<file path="src/sv/smie_pkg.sv">
package smie_pkg;

  localparam int StackDepth = 16;
  localparam int LocalSlots = 16;
  localparam int SpW = $clog2(StackDepth + 1);
  localparam int SIdxW = $clog2(StackDepth);
  localparam int LIdxW = $clog2(LocalSlots);

  typedef enum logic [4:0] {
    CMD_NOP = 5'd0, CMD_PUSHINT = 5'd1, CMD_LOAD = 5'd2, CMD_STORE = 5'd3,
    CMD_IINC = 5'd4, CMD_IADD = 5'd5, CMD_LADD = 5'd6, CMD_IMUL = 5'd7,
    CMD_LMUL = 5'd8, CMD_POP = 5'd9, CMD_POP2 = 5'd10, CMD_DUP = 5'd11,
    CMD_IFEQ = 5'd12, CMD_IFNE = 5'd13, CMD_IFLT = 5'd14, CMD_IFLE = 5'd15,
    CMD_IFGT = 5'd16, CMD_IFGE = 5'd17, CMD_GOTO = 5'd18, CMD_PUSHNULL = 5'd19
  } cmd_e;

  typedef enum logic [1:0] {
    T_EMPTY = 2'd0, T_INT = 2'd1, T_LONG = 2'd2, T_REF = 2'd3
  } type_e;

  typedef enum logic [2:0] {
    ST_OK = 3'd0, ST_INDEX = 3'd1, ST_TYPE = 3'd2, ST_UNDER = 3'd3,
    ST_OVER = 3'd4, ST_UNKNOWN = 3'd5
  } status_e;

  typedef enum logic [2:0] {
    S_IDLE, S_READ, S_EXEC, S_MUL, S_DONE
  } state_e;

  // Controller to datapath.
  typedef struct packed {
    logic capture;   // latch the input transaction
    logic fetch;     // register the operands
    logic execute;   // decide and commit
    logic mul_step;  // next partial product of the long multiply
  } cmd_t;

  // Datapath to controller.
  typedef struct packed {
    logic needs_mul;
    logic mul_last;
  } stat_t;

endpackage

</file>
<file path="src/sv/smie_ctrl.sv">
module smie_ctrl (
  input  logic            clk_i,
  input  logic            rst_ni,
  input  logic            in_valid_i,
  output logic            in_ready_o,
  output logic            out_valid_o,
  input  logic            out_ready_i,
  input  smie_pkg::stat_t stat_i,
  output smie_pkg::cmd_t  cmd_o
);

  smie_pkg::state_e state_q, state_d;

  always_ff @(posedge clk_i or negedge rst_ni) begin
    if (!rst_ni) begin
      state_q <= smie_pkg::S_IDLE;
    end else begin
      state_q <= state_d;
    end
  end

  always_comb begin
    state_d = state_q;
    cmd_o = '0;
    in_ready_o = 1'b0;
    out_valid_o = 1'b0;
    case (state_q)
      smie_pkg::S_IDLE: begin
        in_ready_o = 1'b1;
        if (in_valid_i) begin
          cmd_o.capture = 1'b1;
          state_d = smie_pkg::S_READ;
        end
      end
      smie_pkg::S_READ: begin
        cmd_o.fetch = 1'b1;
        state_d = smie_pkg::S_EXEC;
      end
      smie_pkg::S_EXEC: begin
        if (stat_i.needs_mul) begin
          state_d = smie_pkg::S_MUL;
        end else begin
          cmd_o.execute = 1'b1;
          state_d = smie_pkg::S_DONE;
        end
      end
      smie_pkg::S_MUL: begin
        if (stat_i.mul_last) begin
          cmd_o.execute = 1'b1;
          state_d = smie_pkg::S_DONE;
        end else begin
          cmd_o.mul_step = 1'b1;
        end
      end
      smie_pkg::S_DONE: begin
        out_valid_o = 1'b1;
        if (out_ready_i) begin
          state_d = smie_pkg::S_IDLE;
        end
      end
      default: state_d = smie_pkg::S_IDLE;
    endcase
  end

`ifndef NO_ASSERTIONS
  a_one_cmd: assert property (@(posedge clk_i) disable iff (!rst_ni)
    $countones({cmd_o.capture, cmd_o.fetch, cmd_o.execute, cmd_o.mul_step}) <= 1)
    else $error("controller issued two commands");
  a_exec_done: assert property (@(posedge clk_i) disable iff (!rst_ni)
    cmd_o.execute |=> out_valid_o)
    else $error("result not presented after execute");
  a_cap_read: assert property (@(posedge clk_i) disable iff (!rst_ni)
    cmd_o.capture |=> cmd_o.fetch)
    else $error("capture not followed by operand read");
`endif

endmodule

</file>
<file path="config.mk">
export PLATFORM = sky130hd
export DESIGN_NAME = smie_ctrl
export DESIGN_NICKNAME = d
export VERILOG_FILES = /design/src/sv/smie_pkg.sv /design/src/sv/smie_ctrl.sv
export SDC_FILE = /design/constraint.sdc
export NUM_CORES = 1
export LEC_CHECK = 0
export BUFFER_PORTS_ARGS = -buffer_cell sky130_fd_sc_hd__buf_2
export CAP_MARGIN = 10
export CORE_AREA = 4 4 41 43
export CTS_CLUSTER_DIAMETER = 120
export DETAILED_ROUTE_END_ITERATION = 10
export DIE_AREA = 0 0 45 47
export PLACE_DENSITY = 0.4
export SETUP_SLACK_MARGIN = 0.15
export SYNTH_ARGS = -nofsm -noshare
export SYNTH_HDL_FRONTEND = slang
export SYNTH_SLANG_ARGS = --single-unit
</file>
<file path="constraint.sdc">
create_clock -name clk_i -period 3.5 [get_ports clk_i]
set_clock_uncertainty 0.15 [all_clocks]
set_input_delay 1.05 -clock clk_i [delete_from_list [all_inputs] [get_ports clk_i]]
set_output_delay 1.05 -clock clk_i [all_outputs]
set_load 0.01 [all_outputs]
</file>
After elaboration in Yosys (flattened, before gate mapping)
Cells that the tools add are included.

cells by class
  multiplexer cells = 15
  eq/ne operators = 7
  reduce and logical (&&, ||, !) cells = 2

operators with widths
  operator                                                          count
  3-bit case mux with 5 select lines                                1
  3-bit two-way mux                                                 4
  1-bit two-way mux                                                 9
  3-bit by 2-bit == test with 1-bit output (second input constant)  2
  2-bit != test (second input constant)                             3
  3-bit by 1-bit == test with 1-bit output (second input constant)  1
  3-bit == test (second input constant)                             1
  3-bit zero test                                                   1
  3-bit AND reduction                                               1
  1-bit case mux with 2 select lines                                1

word-level totals
  bits of input ports = 6
  flip-flop bits (word level) = 3
  output and inout port bits = 6
  word-level logic and storage cells = 25

Depth between registers and ports, before layout
  word-level depth = 3
  depth in mapped cells = 4
  mapped depth without buffers = 3

Worst setup path before layout
No wires, ideal clock.

  path kind = input-to-output
  from = in stat_i[1] (netlist name)
  to = out cmd_o[1] (netlist name)
  required time = 2.300 ns
  path slack = 0.957 ns
  stages = 3
  path buffers = 0
  data arrival time = 1.343 ns
  path through = nor2_1 a21oi_1 nor2_1

RTL lines
  element          RTL line        RTL
  start, declared  smie_ctrl.sv:8  input smie_pkg::stat_t stat_i,
  end, declared    smie_ctrl.sv:9  output smie_pkg::cmd_t cmd_o

==> metrics.md <==
| Metric | Value |
|---|---|
| Register area share after synthesis | `about a third` |
| Synth area leader | `dfrtp_1` |
| PwrDens | `between 900 and 1000 nW/µm²` |
| Async set-reset flop share out of synthesis | `100.0%` |
| WP data arrival | `about 1600 ps` |
| R2R Path End | `state_q[2]$_DFFE_PN0P_` |
| Global route overflow | `0` |
| Core footprint | `1301 µm²` |
| Final net count | `46` |
| Post-synth cell types | `18` |
| Min-delay worst type | `reg -> reg` |
| Worst-path clk slew | `~40 ps` |
| CTS tree | `yes` |
| Critical-path cell list | `buf_2 -> a21oi_1 -> nor2_1 -> buf_2` |
| CTS buffer count | `3` |
| Top cell type's share of synthesized area | `33.15%` |
| Worst skew pair latency | `about 230 ps` |
| Postcts setup bufs | `0` |
| GRT Total Usage | `under 10%` |
| CP Launch Type | `input port` |
| Number of buffers added on ports | `11` |
| Fin crit period | `2758 ps` |
| CP required | `between 2000 and 2500 ps` |
| Max Cap Violations | `0` |
| Wire per inst | `about 10 µm` |
| Initial antenna violation count | `0` |
| Final Hold Fails | `0` |
| Via count of the first global-routing pass | `211` |
| Layout area overhead | `39.78%` |
| Detailed router's first-iteration violation count | `5` |
| Die Width | `45 µm` |
| Synth Warn # | `0` |
| R2R depth | `3` |
| CP delay by family, top | `buffers and inverters` |
| Post_cts resized | `0` |
| GPL Wtd Cong | `between 0.6 and 0.7` |
| Worst slew pin tran | `approximately 330 ps` |
| Relative slew slack | `78.29%` |
| Critical path's slowest cell | `a21oi_1` |
| Die Ht | `47 µm` |
| Mapped Avg Cell Area | `8.710 µm²` |
| Max Buffers Root-to-Sink | `2` |
| Full die area | `~2100 µm²` |
| Initial core utilization | `roughly 17%` |
| Drc violations | `0` |
| Delay of the slowest cell on the worst path | `between 150 and 200 ps` |
| Crit. End Element | `primary output` |
| Most common cell after layout, fill and taps aside | `buf_2` |
| Via count | `~220` |
| CP dominant cell by count | `buf_2` |
| Peak supply drop | `between 0.0003 and 0.0004 V` |
| Hold_sp | `state_q[2]$_DFFE_PN0P_` |
| Row count | `13` |
| Antenna diode count | `0` |
| Status | `completed` |
| Flip-flop count of the largest register after layout | `3` |
| Setup CP Type | `in -> out` |
| Reg2reg start | `state_q[1]$_DFFE_PN0P_` |
| Post-Synthesis Net Count | `32` |
| Top Ports | `12` |
| Register name with the most flops | `state_q` |
| Dominant cells by area after synthesis | `dfrtp_1 33%, nor3b_4 8.3%, nand2b_1 5.5%` |
| F_max | `about 360 MHz` |
| Clk Tree Root Cell | `clkbuf_4` |
| First-pass GRT wire length | `roughly 910 µm` |
| Setup TNS Final | `0 ps` |
| HPWL after DPL | `approximately 450 µm` |
| Most frequent cells in the layout | `11 x buf_2, 3 x nor2_1, 3 x clkbuf_4, 3 x dfrtp_1` |
| Largest regs | `state_q x3` |
| Period utilisation layout | `between 70 and 80%` |
| Vias per std cell | `between 4 and 5` |
| H-tree depth | `1` |
| DRT Pass-1 Iters | `4` |
| Buf/Inv on CP | `2` |
| Number of setup violations in the final report | `0` |
| Fin. max-slew vios | `0` |
| Number of synthesized flops with an enable pin | `0` |
| Largest net degree at the start of global routing | `11` |
| DRT antenna net count | `0` |
| Synth Cell Area | `between 200 and 250 µm²` |
| Hold_ws | `416.5 ps` |
| Number of cells produced by synthesis | `26` |
| R2r setup slk | `about 2300 ps` |
| Seq cells post-synth | `3` |
| Clock Sinks | `3` |
| Detailed Route WL | `564 µm` |
| Leakage power | `0.1536 nW` |
| Hold depth | `1` |
| Layout cells sized above 1 | `43.59%` |
| Hold_buf cts | `0` |
| Hold worst-path end | `state_q[1]$_DFFE_PN0P_` |
| RSZ-0062 raised after global routing | `false` |
| Leading register cell type out of synthesis | `dfrtp_1` |
| Worst-path maximum fanout | `3` |
## cells in the mapped netlist (all sizes together), types with 2 or more instances
master and n:
a21oi 2, buf 2, dfrtp 3, inv 2, nand2b 2, nor2 3, nor3 2, nor3b 3
## logic make-up (layout without fill, tap and decap cells)
group | Yosys count | in the layout | share of synthesized area, %
AOI/OAI and AO/OA | 5 | 5 | 14.92
DFF | 3 | 3 | 33.15
buffers and inverters | 4 | 17 | 7.736
and+or+nand+nor | 14 | 14 | 44.20
## metal layers
metal | vias up | global-route usage, % | wire, µm
li1 | 114 | - | -
met4 | 0 | 3.509 | 0
met5 | - | 0 | 0
met2 | 10 | 8.192 | 267
met1 | 100 | 7.569 | 244
met3 | 0 | 6.130 | 52
## stage by stage
| step | setup WS (ps) | util (%) | total power (W) | area (µm²) | instances |
|---|---|---|---|---|---|
| final | 742.2 | 24.33 | 0.0002872 | 316.6 | 54 |
| after global routing | 690.1 | 24.33 | 0.0003145 | 316.6 | 54 |
| after CTS | 744.9 | 24.33 | 0.0002935 | 316.6 | 54 |
| after detailed placement | 746.1 | 22.31 | 0.0002285 | 290.3 | 50 |
| after global placement | 750.5 | 22.31 | 0.0002279 | 290.3 | 50 |
| after floorplan | 956.9 | - | 0.0001880 | 226.5 | 26 |
## cell type report
type | instances | area (µm²)
clock buffers | 4 | 26.28
fillers | 150 | 984.7
inverters | 2 | 7.507
multi-input cells | 19 | 133.9
flip-flops and latches | 3 | 75.07
well taps | 15 | 18.77
repair buffers | 11 | 55.05
## worst reg2reg max path, cell delays in order (launching register included)
cell	delay, ps
dfrtp_1	500
nand2b_1	160
nor3b_2	230
nor3_2	70
## power by group
group	internal (W)	total [W]	switching, W	leakage [nW]
registers	0.0000514	0.0000911	0.0000397	0.0381
logic	0.0000713	0.000135	0.0000638	0.101
clock network	0.0000427	0.0000610	0.0000183	0.0150
total	0.000165	0.000287	0.000122	0.154
## worst max path at each step
stage | startpoint | endpoint | slack, ps | depth (start not counted)
4_1_cts | stat_i[0] | cmd_o[1] | 740 | 4
5_1_grt | stat_i[0] | cmd_o[1] | 690 | 4
2_1_floorplan | stat_i[1] | cmd_o[1] | 960 | 3
3_3_place_gp | stat_i[0] | cmd_o[0] | 750 | 3
6_report | stat_i[0] | cmd_o[1] | 740 | 4
3_5_place_dp | stat_i[0] | cmd_o[0] | 750 | 3
(Power assumes the default switching activity.)
